$ cat src/hdl/signed_number_to_digit_writes_defines.svh
`ifndef SIGNED_NUMBER_TO_DIGIT_WRITES_DEFINES_SVH
`define SIGNED_NUMBER_TO_DIGIT_WRITES_DEFINES_SVH

// Check that cons holds in the same cycle as ante, outside reset
`define SNDW_ASSERT_SAME(label, ante, cons) \
  label: assert property (@(posedge clk_i) disable iff (!rst_ni) (ante) |-> (cons)) \
    else $error("same-cycle check failed");

// Check that cons holds in the cycle after ante, outside reset
`define SNDW_ASSERT_NEXT(label, ante, cons) \
  label: assert property (@(posedge clk_i) disable iff (!rst_ni) (ante) |=> (cons)) \
    else $error("next-cycle check failed");

`endif

$ cat src/hdl/sndw_pkg.sv
`timescale 1ns / 1ps

package sndw_pkg;

  localparam int ADDR_W   = 4;
  localparam int DATA_W   = 8;
  localparam int CFG_IDX_W = 2;

  // Driver register addresses
  localparam logic [ADDR_W-1:0] ADDR_DECODE     = 4'd9;
  localparam logic [ADDR_W-1:0] ADDR_INTENSITY  = 4'd10;
  localparam logic [ADDR_W-1:0] ADDR_SCAN_LIMIT = 4'd11;
  localparam logic [ADDR_W-1:0] ADDR_POWER      = 4'd12;

  // Fixed settings of the init sequence
  localparam logic [DATA_W-1:0] DECODE_ALL      = 8'hFF;
  localparam logic [DATA_W-1:0] INTENSITY_LEVEL = 8'd8;
  localparam logic [DATA_W-1:0] POWER_ON        = 8'd1;

  // Configuration register indexes
  localparam logic [CFG_IDX_W-1:0] CFG_DIGITS = 2'd0;
  localparam logic [CFG_IDX_W-1:0] CFG_BLANK  = 2'd1;
  localparam logic [CFG_IDX_W-1:0] CFG_MINUS  = 2'd2;

  // Configuration reset values
  localparam logic [3:0]        DIGITS_RST = 4'd8;
  localparam logic [DATA_W-1:0] BLANK_RST  = 8'd15;
  localparam logic [DATA_W-1:0] MINUS_RST  = 8'd10;

  typedef enum logic [2:0] {
    POS_HOLD,
    POS_USED,
    POS_ONE,
    POS_INC,
    POS_DEC
  } pos_op_e;

  typedef enum logic [2:0] {
    WR_NONE,
    WR_DECODE,
    WR_SCAN,
    WR_INTENS,
    WR_POWER,
    WR_BLANK,
    WR_DIGIT,
    WR_SIGN
  } wsel_e;

  // Controller to datapath
  typedef struct packed {
    logic    load;
    pos_op_e pos_op;
    wsel_e   wsel;
    logic    shift;
    logic    last;
    logic    ovf;
  } cmd_t;

  // Datapath to controller
  typedef struct packed {
    logic conv_done;
    logic pos_is_one;
    logic pos_at_max;
    logic rest_zero;
    logic neg;
  } sts_t;

endpackage

$ cat src/hdl/sndw_ctrl.sv
`timescale 1ns / 1ps

module sndw_ctrl (
  input  logic            clk_i,
  input  logic            rst_ni,
  input  logic            start_i,
  input  logic            operation_i,
  input  sndw_pkg::sts_t  sts_i,
  output sndw_pkg::cmd_t  cmd_o,
  output logic            busy_o
);

  localparam logic [2:0] S_IDLE  = 3'd0;
  localparam logic [2:0] S_INIT  = 3'd1;
  localparam logic [2:0] S_BLANK = 3'd2;
  localparam logic [2:0] S_WAIT  = 3'd3;
  localparam logic [2:0] S_DIGIT = 3'd4;
  localparam logic [2:0] S_SIGN  = 3'd5;

  logic [2:0] state_q, state_d;
  logic [1:0] icnt_q, icnt_d;

  // Sequence the writes of one item
  always_comb begin
    state_d      = state_q;
    icnt_d       = icnt_q;
    cmd_o        = '0;
    cmd_o.pos_op = sndw_pkg::POS_HOLD;
    cmd_o.wsel   = sndw_pkg::WR_NONE;
    case (state_q)
      S_IDLE: begin
        if (start_i) begin
          icnt_d = '0;
          if (operation_i) begin
            state_d = S_INIT;
          end else begin
            cmd_o.load   = 1'b1;
            cmd_o.pos_op = sndw_pkg::POS_USED;
            state_d      = S_BLANK;
          end
        end
      end
      S_INIT: begin
        icnt_d = icnt_q + 2'd1;
        case (icnt_q)
          2'd0: cmd_o.wsel = sndw_pkg::WR_DECODE;
          2'd1: cmd_o.wsel = sndw_pkg::WR_SCAN;
          2'd2: cmd_o.wsel = sndw_pkg::WR_INTENS;
          default: begin
            cmd_o.wsel = sndw_pkg::WR_POWER;
            cmd_o.last = 1'b1;
            state_d    = S_IDLE;
          end
        endcase
      end
      S_BLANK: begin
        cmd_o.wsel = sndw_pkg::WR_BLANK;
        if (sts_i.pos_is_one) begin
          cmd_o.pos_op = sndw_pkg::POS_ONE;
          state_d      = sts_i.conv_done ? S_DIGIT : S_WAIT;
        end else begin
          cmd_o.pos_op = sndw_pkg::POS_DEC;
        end
      end
      S_WAIT: begin
        if (sts_i.conv_done) begin
          state_d = S_DIGIT;
        end
      end
      S_DIGIT: begin
        cmd_o.wsel   = sndw_pkg::WR_DIGIT;
        cmd_o.shift  = 1'b1;
        cmd_o.pos_op = sndw_pkg::POS_INC;
        if (sts_i.rest_zero) begin
          if (sts_i.neg && !sts_i.pos_at_max) begin
            state_d = S_SIGN;
          end else begin
            // sign dropped when the digits filled every position
            cmd_o.last = 1'b1;
            cmd_o.ovf  = sts_i.neg;
            state_d    = S_IDLE;
          end
        end else if (sts_i.pos_at_max) begin
          cmd_o.last = 1'b1;
          cmd_o.ovf  = 1'b1;
          state_d    = S_IDLE;
        end
      end
      S_SIGN: begin
        cmd_o.wsel = sndw_pkg::WR_SIGN;
        cmd_o.last = 1'b1;
        state_d    = S_IDLE;
      end
      default: begin
        state_d = S_IDLE;
      end
    endcase
  end

  always_ff @(posedge clk_i or negedge rst_ni) begin
    if (!rst_ni) begin
      state_q <= S_IDLE;
      icnt_q  <= '0;
    end else begin
      state_q <= state_d;
      icnt_q  <= icnt_d;
    end
  end

  assign busy_o = (state_q != S_IDLE);

endmodule

$ cat src/hdl/sndw_dp.sv
`timescale 1ns / 1ps

module sndw_dp #(
  parameter int MAX_DIGITS   = 8,
  parameter int NUMBER_WIDTH = 32
) (
  input  logic                                 clk_i,
  input  logic                                 rst_ni,
  input  sndw_pkg::cmd_t                       cmd_i,
  output sndw_pkg::sts_t                       sts_o,
  input  logic signed [NUMBER_WIDTH-1:0]       number_i,
  input  logic                                 cfg_we_i,
  input  logic [sndw_pkg::CFG_IDX_W-1:0]       cfg_index_i,
  input  logic [sndw_pkg::DATA_W-1:0]          cfg_data_i,
  output logic                                 result_valid_o,
  output logic [sndw_pkg::ADDR_W-1:0]          register_address_o,
  output logic [sndw_pkg::DATA_W-1:0]          data_value_o,
  output logic                                 last_o,
  output logic                                 overflow_o
);

  // Magnitude padded to an even width, two bits converted per cycle
  localparam int MAGW  = NUMBER_WIDTH + (NUMBER_WIDTH % 2);
  localparam int STEPS = MAGW / 2;
  localparam int NDIG  = (NUMBER_WIDTH * 30103) / 100000 + 1;
  localparam int BW    = 4 * NDIG;
  localparam int CW    = $clog2(STEPS + 1);
  localparam logic [sndw_pkg::ADDR_W-1:0] MAX_POS = sndw_pkg::ADDR_W'(MAX_DIGITS);

  logic [3:0]                  digits_q;
  logic [sndw_pkg::DATA_W-1:0] blank_q, minus_q;
  logic [sndw_pkg::ADDR_W-1:0] used, pos_q;
  logic [NUMBER_WIDTH-1:0]     raw, mag;
  logic [MAGW-1:0]             sh_q, sh_n;
  logic [BW-1:0]               bcd_q, bcd_n;
  logic [CW-1:0]               cnt_q;
  logic                        neg_q;
  logic [sndw_pkg::ADDR_W-1:0] addr_w;
  logic [sndw_pkg::DATA_W-1:0] data_w;
  logic                        valid_q, last_q, ovf_q;
  logic [sndw_pkg::ADDR_W-1:0] addr_q;
  logic [sndw_pkg::DATA_W-1:0] data_q;

  // Hold configuration registers
  always_ff @(posedge clk_i or negedge rst_ni) begin
    if (!rst_ni) begin
      digits_q <= sndw_pkg::DIGITS_RST;
      blank_q  <= sndw_pkg::BLANK_RST;
      minus_q  <= sndw_pkg::MINUS_RST;
    end else if (cfg_we_i) begin
      case (cfg_index_i)
        sndw_pkg::CFG_DIGITS: digits_q <= cfg_data_i[3:0];
        sndw_pkg::CFG_BLANK:  blank_q  <= cfg_data_i;
        sndw_pkg::CFG_MINUS:  minus_q  <= cfg_data_i;
        default: ;
      endcase
    end
  end

  // Saturate the digit count to the supported positions
  always_comb begin
    if (digits_q == 4'd0) begin
      used = 4'd1;
    end else if (digits_q > MAX_POS) begin
      used = MAX_POS;
    end else begin
      used = digits_q;
    end
  end

  // Form the magnitude of the incoming number
  assign raw = $unsigned(number_i);
  assign mag = raw[NUMBER_WIDTH-1] ? (~raw + NUMBER_WIDTH'(1)) : raw;

  // Two shift-and-add-3 steps of the binary to decimal converter
  always_comb begin
    bcd_n = bcd_q;
    sh_n  = sh_q;
    for (int it = 0; it < 2; it++) begin
      for (int d = 0; d < NDIG; d++) begin
        if (bcd_n[4*d +: 4] >= 4'd5) begin
          bcd_n[4*d +: 4] = bcd_n[4*d +: 4] + 4'd3;
        end
      end
      {bcd_n, sh_n} = {bcd_n, sh_n} << 1;
    end
  end

  // Load, convert, then drop one digit per digit write
  always_ff @(posedge clk_i or negedge rst_ni) begin
    if (!rst_ni) begin
      cnt_q <= '0;
    end else if (cmd_i.load) begin
      cnt_q <= CW'(STEPS);
    end else if (cnt_q != '0) begin
      cnt_q <= cnt_q - CW'(1);
    end
  end

  always_ff @(posedge clk_i) begin
    if (cmd_i.load) begin
      bcd_q <= '0;
      sh_q  <= MAGW'(mag);
      neg_q <= raw[NUMBER_WIDTH-1];
    end else if (cnt_q != '0) begin
      bcd_q <= bcd_n;
      sh_q  <= sh_n;
    end else if (cmd_i.shift) begin
      bcd_q <= bcd_q >> 4;
    end
  end

  // Advance the register position
  always_ff @(posedge clk_i) begin
    case (cmd_i.pos_op)
      sndw_pkg::POS_USED: pos_q <= used;
      sndw_pkg::POS_ONE:  pos_q <= 4'd1;
      sndw_pkg::POS_INC:  pos_q <= pos_q + 4'd1;
      sndw_pkg::POS_DEC:  pos_q <= pos_q - 4'd1;
      default: ;
    endcase
  end

  assign sts_o.conv_done  = (cnt_q == '0);
  assign sts_o.pos_is_one = (pos_q == 4'd1);
  assign sts_o.pos_at_max = (pos_q == MAX_POS);
  assign sts_o.rest_zero  = (bcd_q[BW-1:4] == '0);
  assign sts_o.neg        = neg_q;

  // Select address and data of the current write
  always_comb begin
    addr_w = pos_q;
    data_w = '0;
    case (cmd_i.wsel)
      sndw_pkg::WR_DECODE: begin
        addr_w = sndw_pkg::ADDR_DECODE;
        data_w = sndw_pkg::DECODE_ALL;
      end
      sndw_pkg::WR_SCAN: begin
        addr_w = sndw_pkg::ADDR_SCAN_LIMIT;
        data_w = {4'd0, used - 4'd1};
      end
      sndw_pkg::WR_INTENS: begin
        addr_w = sndw_pkg::ADDR_INTENSITY;
        data_w = sndw_pkg::INTENSITY_LEVEL;
      end
      sndw_pkg::WR_POWER: begin
        addr_w = sndw_pkg::ADDR_POWER;
        data_w = sndw_pkg::POWER_ON;
      end
      sndw_pkg::WR_BLANK: data_w = blank_q;
      sndw_pkg::WR_DIGIT: data_w = {4'd0, bcd_q[3:0]};
      sndw_pkg::WR_SIGN:  data_w = minus_q;
      default: ;
    endcase
  end

  // Register the write for one cycle on the result ports
  always_ff @(posedge clk_i or negedge rst_ni) begin
    if (!rst_ni) begin
      valid_q <= 1'b0;
    end else begin
      valid_q <= (cmd_i.wsel != sndw_pkg::WR_NONE);
    end
  end

  always_ff @(posedge clk_i) begin
    if (cmd_i.wsel != sndw_pkg::WR_NONE) begin
      addr_q <= addr_w;
      data_q <= data_w;
      last_q <= cmd_i.last;
      ovf_q  <= cmd_i.ovf;
    end
  end

  assign result_valid_o     = valid_q;
  assign register_address_o = addr_q;
  assign data_value_o       = data_q;
  assign last_o             = last_q;
  assign overflow_o         = ovf_q;

endmodule

$ cat src/hdl/signed_number_to_digit_writes.sv
`timescale 1ns / 1ps
// Turns a display or init command into a run of display-driver register writes,
// one write per cycle on the result ports except while a display waits for the
// converter, each shown for exactly one cycle with result_valid_o; the receiver
// cannot stall, so it must take every write as it comes. An item is taken at a
// clock edge with start_i high and busy_o low; its first write is chosen in the
// controller state entered at that edge and then registered on the ports.
// Init gives four writes in consecutive cycles and holds busy_o high while it
// issues them. Display blanks the positions in use while a shift-and-add-3
// converter forms the decimal digits, two bits per cycle; the digit writes start
// once both the blanking and the conversion are done and then follow one per
// cycle, the minus sign last if a position is left for it. busy_o stays high
// until the last write is issued. The last write is on the ports in the first
// cycle with busy_o low, and the next item can be taken at the edge that ends it.
// Configuration is only to be written while busy_o is low; the user must keep to
// this, as the block itself does not enforce it.
`include "signed_number_to_digit_writes_defines.svh"

module signed_number_to_digit_writes #(
  parameter int MAX_DIGITS   = 8,
  parameter int NUMBER_WIDTH = 32
) (
  input  logic                                 clk_i,
  input  logic                                 rst_ni,
  input  logic                                 start_i,
  output logic                                 busy_o,
  input  logic                                 operation_i,
  input  logic signed [NUMBER_WIDTH-1:0]       number_i,
  output logic                                 result_valid_o,
  output logic [sndw_pkg::ADDR_W-1:0]          register_address_o,
  output logic [sndw_pkg::DATA_W-1:0]          data_value_o,
  output logic                                 last_o,
  output logic                                 overflow_o,
  input  logic                                 cfg_valid_i,
  output logic                                 cfg_ready_o,
  input  logic [sndw_pkg::CFG_IDX_W-1:0]       cfg_index_i,
  input  logic [sndw_pkg::DATA_W-1:0]          cfg_data_i
);

  sndw_pkg::cmd_t cmd;
  sndw_pkg::sts_t sts;
  logic           accept;

  assign cfg_ready_o = 1'b1;
  assign accept      = start_i && !busy_o;

  sndw_ctrl u_ctrl (
    .clk_i       (clk_i),
    .rst_ni      (rst_ni),
    .start_i     (accept),
    .operation_i (operation_i),
    .sts_i       (sts),
    .cmd_o       (cmd),
    .busy_o      (busy_o)
  );

  sndw_dp #(
    .MAX_DIGITS   (MAX_DIGITS),
    .NUMBER_WIDTH (NUMBER_WIDTH)
  ) u_dp (
    .clk_i              (clk_i),
    .rst_ni             (rst_ni),
    .cmd_i              (cmd),
    .sts_o              (sts),
    .number_i           (number_i),
    .cfg_we_i           (cfg_valid_i && cfg_ready_o),
    .cfg_index_i        (cfg_index_i),
    .cfg_data_i         (cfg_data_i),
    .result_valid_o     (result_valid_o),
    .register_address_o (register_address_o),
    .data_value_o       (data_value_o),
    .last_o             (last_o),
    .overflow_o         (overflow_o)
  );

  `SNDW_ASSERT_NEXT(a_start_busy, accept, busy_o)
  `SNDW_ASSERT_SAME(a_mid_run_busy, result_valid_o && !last_o, busy_o)
  `SNDW_ASSERT_SAME(a_ovf_on_last, result_valid_o && overflow_o, last_o)
  `SNDW_ASSERT_SAME(a_end_has_last, $fell(busy_o), result_valid_o && last_o)

endmodule
$ cat config.mk
export PLATFORM = sky130hd
export DESIGN_NAME = signed_number_to_digit_writes
export DESIGN_NICKNAME = d
export VERILOG_FILES = /design/src/hdl/sndw_pkg.sv /design/src/hdl/sndw_ctrl.sv /design/src/hdl/sndw_dp.sv /design/src/hdl/signed_number_to_digit_writes.sv
export VERILOG_INCLUDE_DIRS = /design/src /design/src/hdl
export SDC_FILE = /design/constraint.sdc
export NUM_CORES = 1
export LEC_CHECK = 0
export BUFFER_PORTS_ARGS = -buffer_cell sky130_fd_sc_hd__buf_2
export CORE_MARGIN = 3
export CORE_UTILIZATION = 30
export DETAILED_ROUTE_END_ITERATION = 16
export GPL_ROUTABILITY_DRIVEN = 1
export GPL_TIMING_DRIVEN = 0
export MAX_ROUTING_LAYER = met4
export SLEW_MARGIN = 15
export SYNTH_ARGS = -nofsm -noshare
export SYNTH_HDL_FRONTEND = slang
export SYNTH_HIERARCHICAL = 1
export SYNTH_SLANG_ARGS = --single-unit
$ cat constraint.sdc
create_clock -name clk_i -period 4.2 [get_ports clk_i]
set_input_delay 0.84 -clock clk_i [delete_from_list [all_inputs] [get_ports clk_i]]
set_output_delay 0.84 -clock clk_i [all_outputs]
set_load 0.01 [all_outputs]
==> summary.md <==
| Metric | Value |
|---|---|
| Status | `finished clean` |
| RSZ-0062 raised after global routing | `false` |
| Drt total wl | `21,200 um` |
| Top Ports | `64` |
| Die Span Y | `176 um` |
| Crit Path Max Fanout | `10` |
| End of the critical path | `u_dp/sh_q[4]` |
| Die Width | `176 um` |
| DR top layer | `met4` |
| Power, Total | `9.06 mW` |
| Syn_nets | `1,067` |
| Vias after detailed routing | `7,153` |
| Global-route usage over all layers | `14.3%` |
| Max-slew headroom | `37.1%` |
| Placer congestion estimate | `0.830` |
| Avg WL per Cell | `14.8 um` |
| Worst reg2reg path startpoint | `u_ctrl/state_q[2]` |
| Gr ovfl total | `0` |
| Port Buf Inserts | `62` |
| Crit. End Element | `flop` |
| Vias in the first global route | `7,044` |
| Via density | `4.98` |
| Met3 WL post-DR | `858 um` |
| Critical path launch point type | `flop` |
| Worst-Skew Late Latency | `420 ps` |
| Post-Place Cells | `1,402` |
| Rows | `61` |
| Peak VDD IR | `0.353 mV` |
| Worst setup startpoint | `u_ctrl/state_q[2]` |
| CORE AREA | `28,100 um2` |
| RR Endpoint | `u_dp/sh_q[4]` |
| Initial antenna violation count | `1` |
| TritonCTS clock tree | `built` |
| Critical path arrival | `3420 ps` |
| Hold Buf Count CTS | `0` |
| Distinct cells, synth | `74` |
| Commonest cells in the netlist | `89 x nor2_1, 86 x a21oi_1, 59 x ha_1` |
| Die area | `30,900 um2` |
| Placed wire-length estimate | `15,600 um` |
| Number of max-cap violations | `0` |
| Worst Skew | `8.01 ps` |
| Routed Antenna Nets | `0` |
| Crit-path most repeated cell | `clkbuf_1` |
| Fin. Hold Viols | `0` |
| Post-CTS Setup Bufs | `0` |
| Met2 wire length | `9930 um` |
| Top post-synthesis cells by area | `edfxtp_1 18%, dfxtp_1 9.3%, ha_1 8.5%` |
| Slowest Stage Delay on Critical Path | `480 ps` |
| Synth warn | `6` |
| Hold Path Class | `primary input to async pin` |
| Gate Count Post-Synth | `961` |
| CTS sink count | `122` |
| Seq/Total Area, Yosys | `36.1%` |
| Final nets | `1,149` |
| Number of synthesized flops with an enable pin | `51` |
| H-tree depth | `4` |
| DRT met1 WL | `10,000 um` |
| Most common cell in the netlist | `nor2_1` |
| Cts bufs inserted | `17` |
| CP max stage cell | `clkbuf_1` |
| # DRC | `0` |
| Pleak | `4.08 nW` |
| CP Data Required Time | `4340 ps` |
| Ys flop type | `edfxtp_1` |
| Reg clk slew, reported paths | `60 ps` |
| Fraction of registers with async set/reset | `25.4%` |
| Reg2reg setup slack | `920 ps` |
| CP Class | `flop to flop` |
| Non-Filler Instances | `1,435` |
| Setup violations, final | `0` |
| Avg Inst Size Synth | `8.99 um2` |
| Fillers | `2,879` |
| Top cell type's share of synthesized area | `17.7%` |
| Reg2Reg Depth | `9` |
| Initial Util | `30.8%` |
| Cell Chain, Critical Path | `buf_2 > nor2_2 > nand2_1 > nor2b_4 > nor3b_1 > clkbuf_1 > clkbuf_1 > clkbuf_1 > a21oi_1` |
| Post-Synthesis Cell Area | `8640 um2` |
| Cell accounting for the most synthesized area | `edfxtp_1` |
| Initial DRC count | `493` |
| Layout cells sized above 1 | `15.2%` |
| First-pass iteration count of the detailed router | `5` |
| Tcrit/Tclk final | `78.1%` |
| First-pass GRT wire length | `35,100 um` |
| CTS resizes | `0` |
| CTS root buf | `clkbuf_16` |
| FMAX | `0.305 GHz` |
| Clock Path Buffers | `2` |
| Slew @ Worst Pin | `943 ps` |
| Min Tclk post-route | `3280 ps` |
| Final TNS setup | `0 ps` |
| Largest net degree at the start of global routing | `32` |
| Area Overhead vs Synth | `16.7%` |
| Pwr Density | `899 nW/um2` |
| #FFs+latches synth | `122` |
| Max-slew violations | `0` |
[registers in the layout (all words and copies together), names as in the netlist, 2 cells and up]
signal                   count
u_ctrl/icnt_q                2
u_dp/sh_q                   32
u_dp/data_value_o            8
u_ctrl/state_q               3
u_dp/digits_q                4
u_dp/cnt_q                   5
u_dp/register_address_o      4
u_dp/minus_q                 8
u_dp/bcd_q                  40
u_dp/blank_q                 8
u_dp/pos_q                   4
[power by group]
group          internal, mW  switching [mW]
clock network          1.00           0.542
registers              1.95           0.336
logic                  2.33            2.90
[layout make-up]
| cell class | count | area, um2 | share of cell area, % |
|---|---|---|---|
| multi-input cells | 727 | 5080 | 50.4 |
| flip-flops and latches | 122 | 3120 | 30.9 |
| clock buffers | 22 | 485 | 4.82 |
| well taps | 378 | 473 | 4.69 |
| repair buffers | 63 | 338 | 3.35 |
| plain buffers | 58 | 236 | 2.35 |
| inverters | 54 | 203 | 2.01 |
| clock inverters | 10 | 139 | 1.38 |
| diodes | 1 | 2.50 | 0.0248 |
[cells by family (layout without fill, tap and decap cells)]
family                     count (synthesis)  after routing  share of synthesized area [%]
DFF                                      122            122                           36.1
muxes                                     64             64                           7.74
AOI/OAI and AO/OA                        244            244                           18.3
other                                      1              2                         0.0434
buffers and inverters                    112            207                           5.08
and+or+nand+nor                          301            301                           18.3
adders and majority gates                 60             60                           8.66
xor gates and xnor gates                  57             57                           5.78
[cells in the final DEF, fill, tap and decap left out, types with 26 or more instances in the layout]
| cell type | n |
|---|---|
| edfxtp_1 | 51 |
| xnor2_1 | 26 |
| a211oi_1 | 38 |
| o21ai_0 | 37 |
| clkbuf_1 | 50 |
| nor2_1 | 89 |
| nor2b_1 | 37 |
| ha_1 | 59 |
| a21oi_1 | 86 |
| xor2_1 | 31 |
| buf_2 | 65 |
| nand2_1 | 56 |
| dfxtp_1 | 40 |
| mux2i_1 | 42 |
| inv_1 | 53 |
[critical path, delay by kind of cell (launching register included)]
family                 cells  cell delay, ps
buffers and inverters      4            1500
AND/OR/NAND/NOR            4             980
flip-flops                 1             360
AO/OA/AOI/OAI              1             150
[per-stage QoR]
stage               setup slack, ps  util [%]  hold WS [ps]  instance area, um2
global placement                420      33.5           458                9420
floorplan                      1330         -           443                8640
detailed placement              858      33.6           468                9450
global route                    617      35.9           486               10100
CTS                             824      35.9           476               10100
finish                          919      35.9           473               10100
[layer usage]
metal	GRT usage (%)	vias up
li1	-	3591
met1	17.8	3393
met2	23.4	141
met3	2.96	28
met4	4.45	0
met5	-	-
[worst min-delay path by stage]
stage,end,startpoint,cells past startpoint
5_1_grt,u_dp/cnt_q[4],u_dp/cnt_q[4],1
4_1_cts,u_dp/cnt_q[4],u_dp/cnt_q[4],1
3_5_place_dp,u_dp/cnt_q[4],u_dp/cnt_q[4],1
2_1_floorplan,u_dp/cnt_q[4],u_dp/cnt_q[4],1
6_report,u_ctrl/icnt_q[0],rst_ni,1
3_3_place_gp,u_dp/cnt_q[4],u_dp/cnt_q[4],1
Note: power is estimated with default switching activity, not from simulation.
